### src/hw/rtl/tiled_texture_to_linear_argb_macros.svh
// Assertion macros shared by the tiled texture to linear ARGB converter.
`ifndef TILED_TEXTURE_TO_LINEAR_ARGB_MACROS_SVH
`define TILED_TEXTURE_TO_LINEAR_ARGB_MACROS_SVH

// The consequent must hold in the same cycle as the antecedent.
`define TTLA_ASSERT_NOW(label, ante, cons) \
  label: assert property (@(posedge clk) disable iff (!rst_n) (ante) |-> (cons)) \
    else $error("tiled texture converter check failed");

// The consequent must hold in the cycle after the antecedent.
`define TTLA_ASSERT_NEXT(label, ante, cons) \
  label: assert property (@(posedge clk) disable iff (!rst_n) (ante) |=> (cons)) \
    else $error("tiled texture converter check failed");

`endif

### src/hw/rtl/ttla_pkg.sv
// Package with types, codes and constants of the tiled texture to linear ARGB converter.
`timescale 1ns / 1ps
package ttla_pkg;

  localparam int MAX_DIM_DEF   = 1024;
  localparam int PAL_DEPTH     = 256;
  localparam int PAL_AW        = 8;
  localparam int PIX_W         = 10;
  localparam int WORD_W        = 16;
  localparam int COLOR_W       = 32;
  localparam int DIM_W         = 9;
  localparam int CFG_IDX_W     = 2;
  localparam int TILE_W_5A3    = 4;
  localparam int TILE_W_CI8    = 8;
  localparam int TILE_H        = 4;

  localparam logic FMT_CI8    = 1'b0;
  localparam logic FMT_RGB5A3 = 1'b1;

  localparam logic FUNC_PALETTE = 1'b0;
  localparam logic FUNC_TEXEL   = 1'b1;

  localparam logic [CFG_IDX_W-1:0] CFG_FORMAT = 2'd0;
  localparam logic [CFG_IDX_W-1:0] CFG_WIDTH  = 2'd1;
  localparam logic [CFG_IDX_W-1:0] CFG_HEIGHT = 2'd2;

  localparam logic [DIM_W-1:0] WIDTH_RST  = 9'd8;
  localparam logic [DIM_W-1:0] HEIGHT_RST = 9'd8;

  typedef struct packed {
    logic [PIX_W-1:0] x;
    logic [PIX_W-1:0] y;
    logic             last;
  } pos_t;

endpackage

### src/hw/rtl/ttla_pos.sv
// Tile and within-tile position counters that give linear pixel coordinates.
`timescale 1ns / 1ps
module ttla_pos #(
  parameter int MAX_DIM = ttla_pkg::MAX_DIM_DEF
) (
  input  logic                        clk,
  input  logic                        rst_n,
  input  logic                        clear,
  input  logic                        advance,
  input  logic                        fmt,
  input  logic [ttla_pkg::DIM_W-1:0]  width_tiles,
  input  logic [ttla_pkg::DIM_W-1:0]  height_tiles,
  output ttla_pkg::pos_t              pos
);
  import ttla_pkg::*;

  localparam int TCW  = (MAX_DIM / 4 > 1) ? $clog2(MAX_DIM / 4) : 1;
  localparam int CMPW = (TCW + 1 > DIM_W) ? TCW + 1 : DIM_W;
  localparam int XW   = TCW + 3;
  localparam int YW   = TCW + 2;

  logic [2:0]     inner_col_r, inner_col_nxt;
  logic [1:0]     inner_row_r, inner_row_nxt;
  logic [TCW-1:0] tile_col_r, tile_col_nxt;
  logic [TCW-1:0] tile_row_r, tile_row_nxt;

  logic [CMPW-1:0] w_ext, h_ext, w_max, h_max, wt, ht;
  logic [TCW-1:0]  wt_m1, ht_m1;
  logic            col_end, row_end, tc_end, tr_end;
  logic [XW-1:0]   x_full;
  logic [YW-1:0]   y_full;

  always_comb begin
    w_ext = CMPW'(width_tiles);
    h_ext = CMPW'(height_tiles);
    w_max = (fmt == FMT_RGB5A3) ? CMPW'(MAX_DIM / TILE_W_5A3) : CMPW'(MAX_DIM / TILE_W_CI8);
    h_max = CMPW'(MAX_DIM / TILE_H);
    if (w_ext == '0) begin
      wt = CMPW'(1);
    end else if (w_ext > w_max) begin
      wt = w_max;
    end else begin
      wt = w_ext;
    end
    if (h_ext == '0) begin
      ht = CMPW'(1);
    end else if (h_ext > h_max) begin
      ht = h_max;
    end else begin
      ht = h_ext;
    end
    wt_m1 = TCW'(wt - CMPW'(1));
    ht_m1 = TCW'(ht - CMPW'(1));
  end

  assign col_end = (fmt == FMT_RGB5A3) ? (inner_col_r >= 3'(TILE_W_5A3 - 1))
                                       : (inner_col_r >= 3'(TILE_W_CI8 - 1));
  assign row_end = (inner_row_r >= 2'(TILE_H - 1));
  assign tc_end  = (tile_col_r >= wt_m1);
  assign tr_end  = (tile_row_r >= ht_m1);

  always_comb begin
    if (fmt == FMT_RGB5A3) begin
      x_full = XW'({tile_col_r, 2'b00}) + XW'(inner_col_r[1:0]);
    end else begin
      x_full = XW'({tile_col_r, 3'b000}) + XW'(inner_col_r);
    end
    y_full = {tile_row_r, inner_row_r};
  end

  assign pos.x    = PIX_W'(x_full);
  assign pos.y    = PIX_W'(y_full);
  assign pos.last = col_end & row_end & tc_end & tr_end;

  always_comb begin
    inner_col_nxt = inner_col_r;
    inner_row_nxt = inner_row_r;
    tile_col_nxt  = tile_col_r;
    tile_row_nxt  = tile_row_r;
    if (clear) begin
      inner_col_nxt = '0;
      inner_row_nxt = '0;
      tile_col_nxt  = '0;
      tile_row_nxt  = '0;
    end else if (advance) begin
      if (!col_end) begin
        inner_col_nxt = inner_col_r + 3'd1;
      end else begin
        inner_col_nxt = '0;
        if (!row_end) begin
          inner_row_nxt = inner_row_r + 2'd1;
        end else begin
          inner_row_nxt = '0;
          if (!tc_end) begin
            tile_col_nxt = tile_col_r + TCW'(1);
          end else begin
            tile_col_nxt = '0;
            tile_row_nxt = tr_end ? '0 : tile_row_r + TCW'(1);
          end
        end
      end
    end
  end

  always_ff @(posedge clk) begin
    if (!rst_n) begin
      inner_col_r <= '0;
      inner_row_r <= '0;
      tile_col_r  <= '0;
      tile_row_r  <= '0;
    end else begin
      inner_col_r <= inner_col_nxt;
      inner_row_r <= inner_row_nxt;
      tile_col_r  <= tile_col_nxt;
      tile_row_r  <= tile_row_nxt;
    end
  end

endmodule

### src/hw/rtl/ttla_palette.sv
// Palette memory of RGB5A3 colors with one write port and a registered read port.
`timescale 1ns / 1ps
module ttla_palette (
  input  logic                         clk,
  input  logic                         wr_en,
  input  logic [ttla_pkg::PAL_AW-1:0]  wr_addr,
  input  logic [ttla_pkg::WORD_W-1:0]  wr_data,
  input  logic                         rd_en,
  input  logic [ttla_pkg::PAL_AW-1:0]  rd_addr,
  output logic [ttla_pkg::WORD_W-1:0]  rd_data
);
  import ttla_pkg::*;

  logic [WORD_W-1:0] mem [PAL_DEPTH];
  logic [WORD_W-1:0] rd_data_r;

  always_ff @(posedge clk) begin
    if (wr_en) begin
      mem[wr_addr] <= wr_data;
    end
  end

  always_ff @(posedge clk) begin
    if (rd_en) begin
      rd_data_r <= mem[rd_addr];
    end
  end

  assign rd_data = rd_data_r;

endmodule

### src/hw/rtl/ttla_expand.sv
// Expansion of one RGB5A3 word to an ARGB8888 color.
`timescale 1ns / 1ps
module ttla_expand (
  input  logic [ttla_pkg::WORD_W-1:0]  word,
  output logic [ttla_pkg::COLOR_W-1:0] color
);
  import ttla_pkg::*;

  logic [4:0] r5, g5, b5;
  logic [2:0] a3;
  logic [3:0] r4, g4, b4;

  always_comb begin
    r5 = word[14:10];
    g5 = word[9:5];
    b5 = word[4:0];
    a3 = word[14:12];
    r4 = word[11:8];
    g4 = word[7:4];
    b4 = word[3:0];
    if (word[15]) begin
      color = {8'hFF, r5, r5[4:2], g5, g5[4:2], b5, b5[4:2]};
    end else begin
      color = {a3, a3, a3[2:1], r4, r4, g4, g4, b4, b4};
    end
  end

endmodule

### src/hw/rtl/tiled_texture_to_linear_argb.sv
// Top level of the tiled texture to linear ARGB converter.
`timescale 1ns / 1ps
// The block takes one item per clock cycle unless the output stalls. A texel item goes first
// into the stage register with the registered read of the palette memory and the position
// counters, then through the color expansion into the output register. A palette item writes one
// palette entry and gives no result. Texels arrive in tile order; the image size and format are
// set through the configuration port, and any write to a register restarts the image at its
// first texel. The palette holds garbage after reset until it is loaded.
`include "tiled_texture_to_linear_argb_macros.svh"
module tiled_texture_to_linear_argb #(
  parameter int MAX_DIM = ttla_pkg::MAX_DIM_DEF
) (
  input  logic                           clk,
  input  logic                           rst_n,
  input  logic                           cfg_valid,
  output logic                           cfg_ready,
  input  logic [ttla_pkg::CFG_IDX_W-1:0] cfg_index,
  input  logic [ttla_pkg::DIM_W-1:0]     cfg_data,
  input  logic                           in_valid,
  output logic                           in_ready,
  input  logic                           in_func,
  input  logic [ttla_pkg::PAL_AW-1:0]    in_palette_slot,
  input  logic [ttla_pkg::WORD_W-1:0]    in_palette_word,
  input  logic [ttla_pkg::WORD_W-1:0]    in_texel,
  output logic                           out_valid,
  input  logic                           out_ready,
  output logic [ttla_pkg::PIX_W-1:0]     out_pixel_x,
  output logic [ttla_pkg::PIX_W-1:0]     out_pixel_y,
  output logic [ttla_pkg::COLOR_W-1:0]   out_pixel_color,
  output logic                           out_last_pixel
);
  import ttla_pkg::*;

  logic               fmt_r;
  logic [DIM_W-1:0]   width_r, height_r;
  logic               cfg_wr, cfg_hit;

  logic               in_acc, tex_acc, pal_wr;
  logic               s1_adv;
  logic               s1_v_r;
  pos_t               pos, s1_pos_r;
  logic [WORD_W-1:0]  s1_texel_r;
  logic [WORD_W-1:0]  pal_rd;
  logic [WORD_W-1:0]  s1_word;
  logic [COLOR_W-1:0] s1_color;

  logic               out_valid_r;
  pos_t               out_pos_r;
  logic [COLOR_W-1:0] out_color_r;

  assign cfg_ready = 1'b1;
  assign cfg_wr    = cfg_valid & cfg_ready;
  assign cfg_hit   = cfg_wr & ((cfg_index == CFG_FORMAT) || (cfg_index == CFG_WIDTH) ||
                               (cfg_index == CFG_HEIGHT));

  always_ff @(posedge clk) begin
    if (!rst_n) begin
      fmt_r    <= FMT_RGB5A3;
      width_r  <= WIDTH_RST;
      height_r <= HEIGHT_RST;
    end else if (cfg_wr) begin
      unique case (cfg_index)
        CFG_FORMAT: fmt_r    <= cfg_data[0];
        CFG_WIDTH:  width_r  <= cfg_data;
        CFG_HEIGHT: height_r <= cfg_data;
        default:    ;
      endcase
    end
  end

  assign s1_adv   = !out_valid_r || out_ready;
  assign in_ready = !s1_v_r || s1_adv;
  assign in_acc   = in_valid & in_ready;
  assign tex_acc  = in_acc & (in_func == FUNC_TEXEL);
  assign pal_wr   = in_acc & (in_func == FUNC_PALETTE);

  ttla_pos #(
    .MAX_DIM(MAX_DIM)
  ) u_pos (
    .clk          (clk),
    .rst_n        (rst_n),
    .clear        (cfg_hit),
    .advance      (tex_acc),
    .fmt          (fmt_r),
    .width_tiles  (width_r),
    .height_tiles (height_r),
    .pos          (pos)
  );

  ttla_palette u_palette (
    .clk     (clk),
    .wr_en   (pal_wr),
    .wr_addr (in_palette_slot),
    .wr_data (in_palette_word),
    .rd_en   (tex_acc),
    .rd_addr (in_texel[PAL_AW-1:0]),
    .rd_data (pal_rd)
  );

  always_ff @(posedge clk) begin
    if (!rst_n) begin
      s1_v_r <= 1'b0;
    end else if (in_ready) begin
      s1_v_r <= tex_acc;
    end
  end

  always_ff @(posedge clk) begin
    if (tex_acc) begin
      s1_pos_r   <= pos;
      s1_texel_r <= in_texel;
    end
  end

  assign s1_word = (fmt_r == FMT_RGB5A3) ? s1_texel_r : pal_rd;

  ttla_expand u_expand (
    .word  (s1_word),
    .color (s1_color)
  );

  always_ff @(posedge clk) begin
    if (!rst_n) begin
      out_valid_r <= 1'b0;
    end else if (s1_adv) begin
      out_valid_r <= s1_v_r;
    end
  end

  always_ff @(posedge clk) begin
    if (s1_adv && s1_v_r) begin
      out_pos_r   <= s1_pos_r;
      out_color_r <= s1_color;
    end
  end

  assign out_valid       = out_valid_r;
  assign out_pixel_x     = out_pos_r.x;
  assign out_pixel_y     = out_pos_r.y;
  assign out_pixel_color = out_color_r;
  assign out_last_pixel  = out_pos_r.last;

  `TTLA_ASSERT_NOW(a_stall_only_when_full, !in_ready, s1_v_r && out_valid_r && !out_ready)
  `TTLA_ASSERT_NEXT(a_texel_enters_stage, tex_acc, s1_v_r)
  `TTLA_ASSERT_NEXT(a_stage_holds_on_stall, s1_v_r && !s1_adv, s1_v_r && out_valid_r)
  `TTLA_ASSERT_NEXT(a_cfg_restarts_image, cfg_hit, pos.x == '0 && pos.y == '0)

endmodule

### config.mk
export PLATFORM = sky130hd
export DESIGN_NAME = tiled_texture_to_linear_argb
export DESIGN_NICKNAME = d
export VERILOG_FILES = /design/src/hw/rtl/ttla_pkg.sv /design/src/hw/rtl/ttla_pos.sv /design/src/hw/rtl/ttla_palette.sv /design/src/hw/rtl/ttla_expand.sv /design/src/hw/rtl/tiled_texture_to_linear_argb.sv
export VERILOG_INCLUDE_DIRS = /design/src /design/src/hw/rtl
export SDC_FILE = /design/constraint.sdc
export NUM_CORES = 2
export LEC_CHECK = 0
export BUFFER_PORTS_ARGS = -buffer_cell sky130_fd_sc_hd__buf_2
export CAP_MARGIN = 20
export CORE_MARGIN = 1.5
export CORE_UTILIZATION = 30
export CTS_CLUSTER_DIAMETER = 30
export DETAILED_ROUTE_END_ITERATION = 10
export SYNTH_ARGS = -nofsm -noshare
export SYNTH_HDL_FRONTEND = slang
export SYNTH_SLANG_ARGS = --single-unit
### constraint.sdc
create_clock -name clk -period 11.45 [get_ports clk]
set_clock_uncertainty 0.05 [all_clocks]
set_input_delay 2.29 -clock clk [delete_from_list [all_inputs] [get_ports clk]]
set_output_delay 2.29 -clock clk [all_outputs]
set_load 0.01 [all_outputs]
==> flow_summary.json <==
{
  "fmax_mhz": 164,
  "ir_drop_mv": 0.157,
  "worstMarginPinSlew_ns": 1.37,
  "clk_latency_ns": 1.14,
  "fin_util_pct": 36.1,
  "outcome": "finished, final reports clean",
  "slowest_delay_ns": 0.96,
  "synth.net_count": 7702,
  "yosysUniqueCellTypes": 65,
  "drv_slew": 0,
  "ys_async_sr_fraction_pct": 0,
  "synth-seq-area-share_pct": 77.8,
  "startpoint_type": "input port",
  "cpMostUsedCell": "buf_4",
  "placedInstanceArea_sq_um": 173000,
  "core-area_sq_um": 541000,
  "final_area_sq_um": 196000,
  "area_delta_synth_final_pct": 19.9,
  "hold_class": "flip-flop to flip-flop",
  "numCtsBuffers": 621,
  "grt_pass1_vias": 83500,
  "slew_headroom_pct": 8.95,
  "critPathSlowestCell": "nor4_1",
  "powerDensity_nw_per_um2": 196,
  "setup_violations": 0,
  "synth_fa_ha_area_share_pct": 0.199,
  "grt_max_degree": 138,
  "overflow": 0,
  "avgViaCountPerCell": 5.11,
  "multi_input_area_sq_um": 33700,
  "nFillCells": 48900,
  "cp.required_ns": 12.17,
  "drt.antenna.violating_nets": 0,
  "finalNonFillerCells": 16100,
  "wirelength_um": 435000,
  "crit_buf_inv": 5,
  "crit_chain": "buf_8 -> buf_12 -> buf_4 -> mux4_2 -> a22o_1 -> nor4_1 -> a2111oi_0 -> buf_4 -> and3_1 -> o41ai_2 -> buf_4 -> a31oi_1",
  "htree_levels": 6,
  "start_util_pct": 30.1,
  "cts_setup_buffers": 0,
  "dpl.cell_count": 14900,
  "grt_pass1_wl_um": 617000,
  "fin_crit_sh_pct": 53.2,
  "vias": 82100,
  "hold_violations": 0,
  "grt.total_usage_pct": 15.3,
  "setup_tns_ns": 0,
  "fin_nets": 8384,
  "internal_power_uw": 29800,
  "netlist_area_sq_um": 163000,
  "die_h_um": 740,
  "gp_congestion": 0.829,
  "r2r-start": "fmt_r",
  "tritoncts": "done",
  "clockPowerShare_pct": 51.4,
  "p_leak_uw": 0.0624,
  "cp.arrival_ns": 6.80,
  "netlist_instances": 7619,
  "wire_per_inst_um": 27.1,
  "drt_iter0_markers": 9565,
  "hpwlAfterDp_um": 250000,
  "synth_seq_cells": 4239,
  "p_switching_uw": 8470,
  "synth_top_family_by_area": "multiplexers",
  "hold_buffers": 0,
  "ys_warn_count": 0,
  "syn_area_per_cell_sq_um": 21.4,
  "ctsRootBufferMaster": "clkbuf_16",
  "startpoint": "in_texel[1]",
  "synth_compound_area_share_pct": 3.05,
  "rsz0062_at_grt": "false",
  "io_pins": 113,
  "synth_xor_xnor_area_share_pct": 0.102,
  "pwr-share-seq_pct": 44.8,
  "synth_edf_count": 4197,
  "rows": 270,
  "muxShareOfSynthArea_pct": 14.9,
  "first_pass_iters": 5,
  "cts_resized": 0,
  "crit_type": "input port to flip-flop",
  "die_w_um": 740,
  "seqCellArea_sq_um": 127000,
  "antenna_found_initial": 32,
  "drc": 0,
  "period_minus_slack_ns": 6.09,
  "dieArea_sq_um": 548000,
  "synth_simple_gate_area_share_pct": 2.19,
  "cts.path.max_buffers": 4,
  "cp_max_fo": 88,
  "synth_flop_cell": "edfxtp_1",
  "cap_violations": 0,
  "portBuffers": 111,
  "combPwrFrac_pct": 3.8,
  "drive_gt1_share_pct": 27.9,
  "critPathTopFamily": "buffers and inverters",
  "clock-sinks": 4239,
  "swShare_pct": 22.1,
  "critPathCaptureType": "flip-flop",
  "cts.reportedPaths.clkPinSlew_ns": 0.05,
  "hold_start": "s1_pos_r[9]"
}
area by class of cell:
| type | instances | share of cell area (%) |
|---|---|---|
| flip-flops and latches | 4239 | 64.9 |
| repair buffers | 500 | 2.04 |
| clock buffers | 693 | 8.22 |
| diodes | 14 | 0.0179 |
| multi-input cells | 2929 | 17.2 |
| inverters | 10 | 0.0198 |
| clock inverters | 469 | 3.01 |
| well taps | 7208 | 4.61 |
cell usage after synthesis, types with 61 or more instances:
cell type / instances / share of area, %
a21oi_1: 93 / 0.29
a22o_1: 91 / 0.49
a22oi_1: 132 / 0.61
buf_2: 113 / 0.35
buf_6: 61 / 0.42
clkbuf_1: 160 / 0.37
edfxtp_1: 4197 / 77
mux2i_1: 581 / 3.6
mux4_2: 812 / 11
nand2_1: 70 / 0.16
nor2_1: 330 / 0.76
nor2b_1: 69 / 0.26
nor3_1: 63 / 0.19
nor4_1: 109 / 0.42
o22ai_1: 300 / 1.2
worst paths after layout:
kind	end	slack [ns]	depth (start not counted)
max	u_palette.rd_data[4]	5.36	12
min	out_pixel_y[8]	0.37	0
max reg2reg	u_pos.tile_row_r[6]	6.64	17
min reg2reg	out_pixel_y[8]	0.37	0
layout by cell type (no fill, tap or decap), types with 19 or more instances in the layout:
cell	n
edfxtp_1	4197
mux4_2	812
clkbuf_16	633
mux2i_1	580
buf_4	356
o22ai_1	300
nor2_1	284
a22oi_1	132
nor4_1	98
buf_2	96
a21oi_1	93
a22o_1	91
inv_6	86
bufinv_16	80
clkinvlp_4	71
clkinv_2	67
nor2b_1	66
nor3_1	63
nand2_1	61
clkinv_1	61
clkbuf_1	59
nor2_2	43
dfxtp_1	41
clkinv_4	37
ha_1	26
o21ai_0	23
inv_8	22
buf_12	21
clkinv_16	20
buf_8	20
nand3_1	19
mux2_2	19
nand4_1	19
power groups by stage:
stage | Sequential [uW] | Clock, uW | Combinational [uW]
detailed placement | 17500 | 0 | 1470
floorplan | 17400 | 0 | 792
global route | 17100 | 20600 | 1540
CTS | 17100 | 19900 | 1480
finish | 17100 | 19700 | 1470
global placement | 17500 | 0 | 1440
sequential cells by signal, indices dropped and copies added, names as in the netlist:
| signal | flops |
|---|---|
| u_palette.rd_data | 16 |
| s1_texel_r | 16 |
| width_r | 9 |
| out_last_pixel | 1 |
| u_pos.inner_row_r | 2 |
| out_pixel_y | 10 |
| out_valid | 1 |
| out_pixel_color | 27 |
| height_r | 9 |
| s1_pos_r | 21 |
| u_pos.tile_row_r | 8 |
| out_pixel_x | 10 |
| u_pos.tile_col_r | 8 |
| u_palette.mem | 4096 |
| u_pos.inner_col_r | 3 |
| s1_v_r | 1 |
| fmt_r | 1 |
through the flow:
step	hold slack, ns	power [uW]	setup slack (ns)
after floorplan	0.350	18200	6.39
after global placement	0.359	18900	3.41
after detailed placement	0.356	18900	4.29
after CTS	0.368	38500	5.39
after global routing	0.377	39200	5.25
final	0.370	38300	5.36
per-layer routing:
| layer | GRT usage [%] | vias up | wire length (um) |
|---|---|---|---|
| li1 | - | 33700 | - |
| met1 | 20.3 | 44000 | 174000 |
| met2 | 25.2 | 3697 | 211000 |
| met3 | 2.90 | 735 | 35000 |
| met4 | 5.48 | 14 | 14600 |
| met5 | 0 | - | 91 |
logic make-up (layout without fill, tap and decap cells):
group	Yosys count	after routing
and+or+nand+nor	741	741
xor gates and xnor gates	19	19
DFF	4239	4239
adders and majority gates	26	26
buffers and inverters	451	1672
AOI/OAI and AO/OA	730	730
muxes	1412	1412
other	1	15
(Power assumes the default switching activity.)
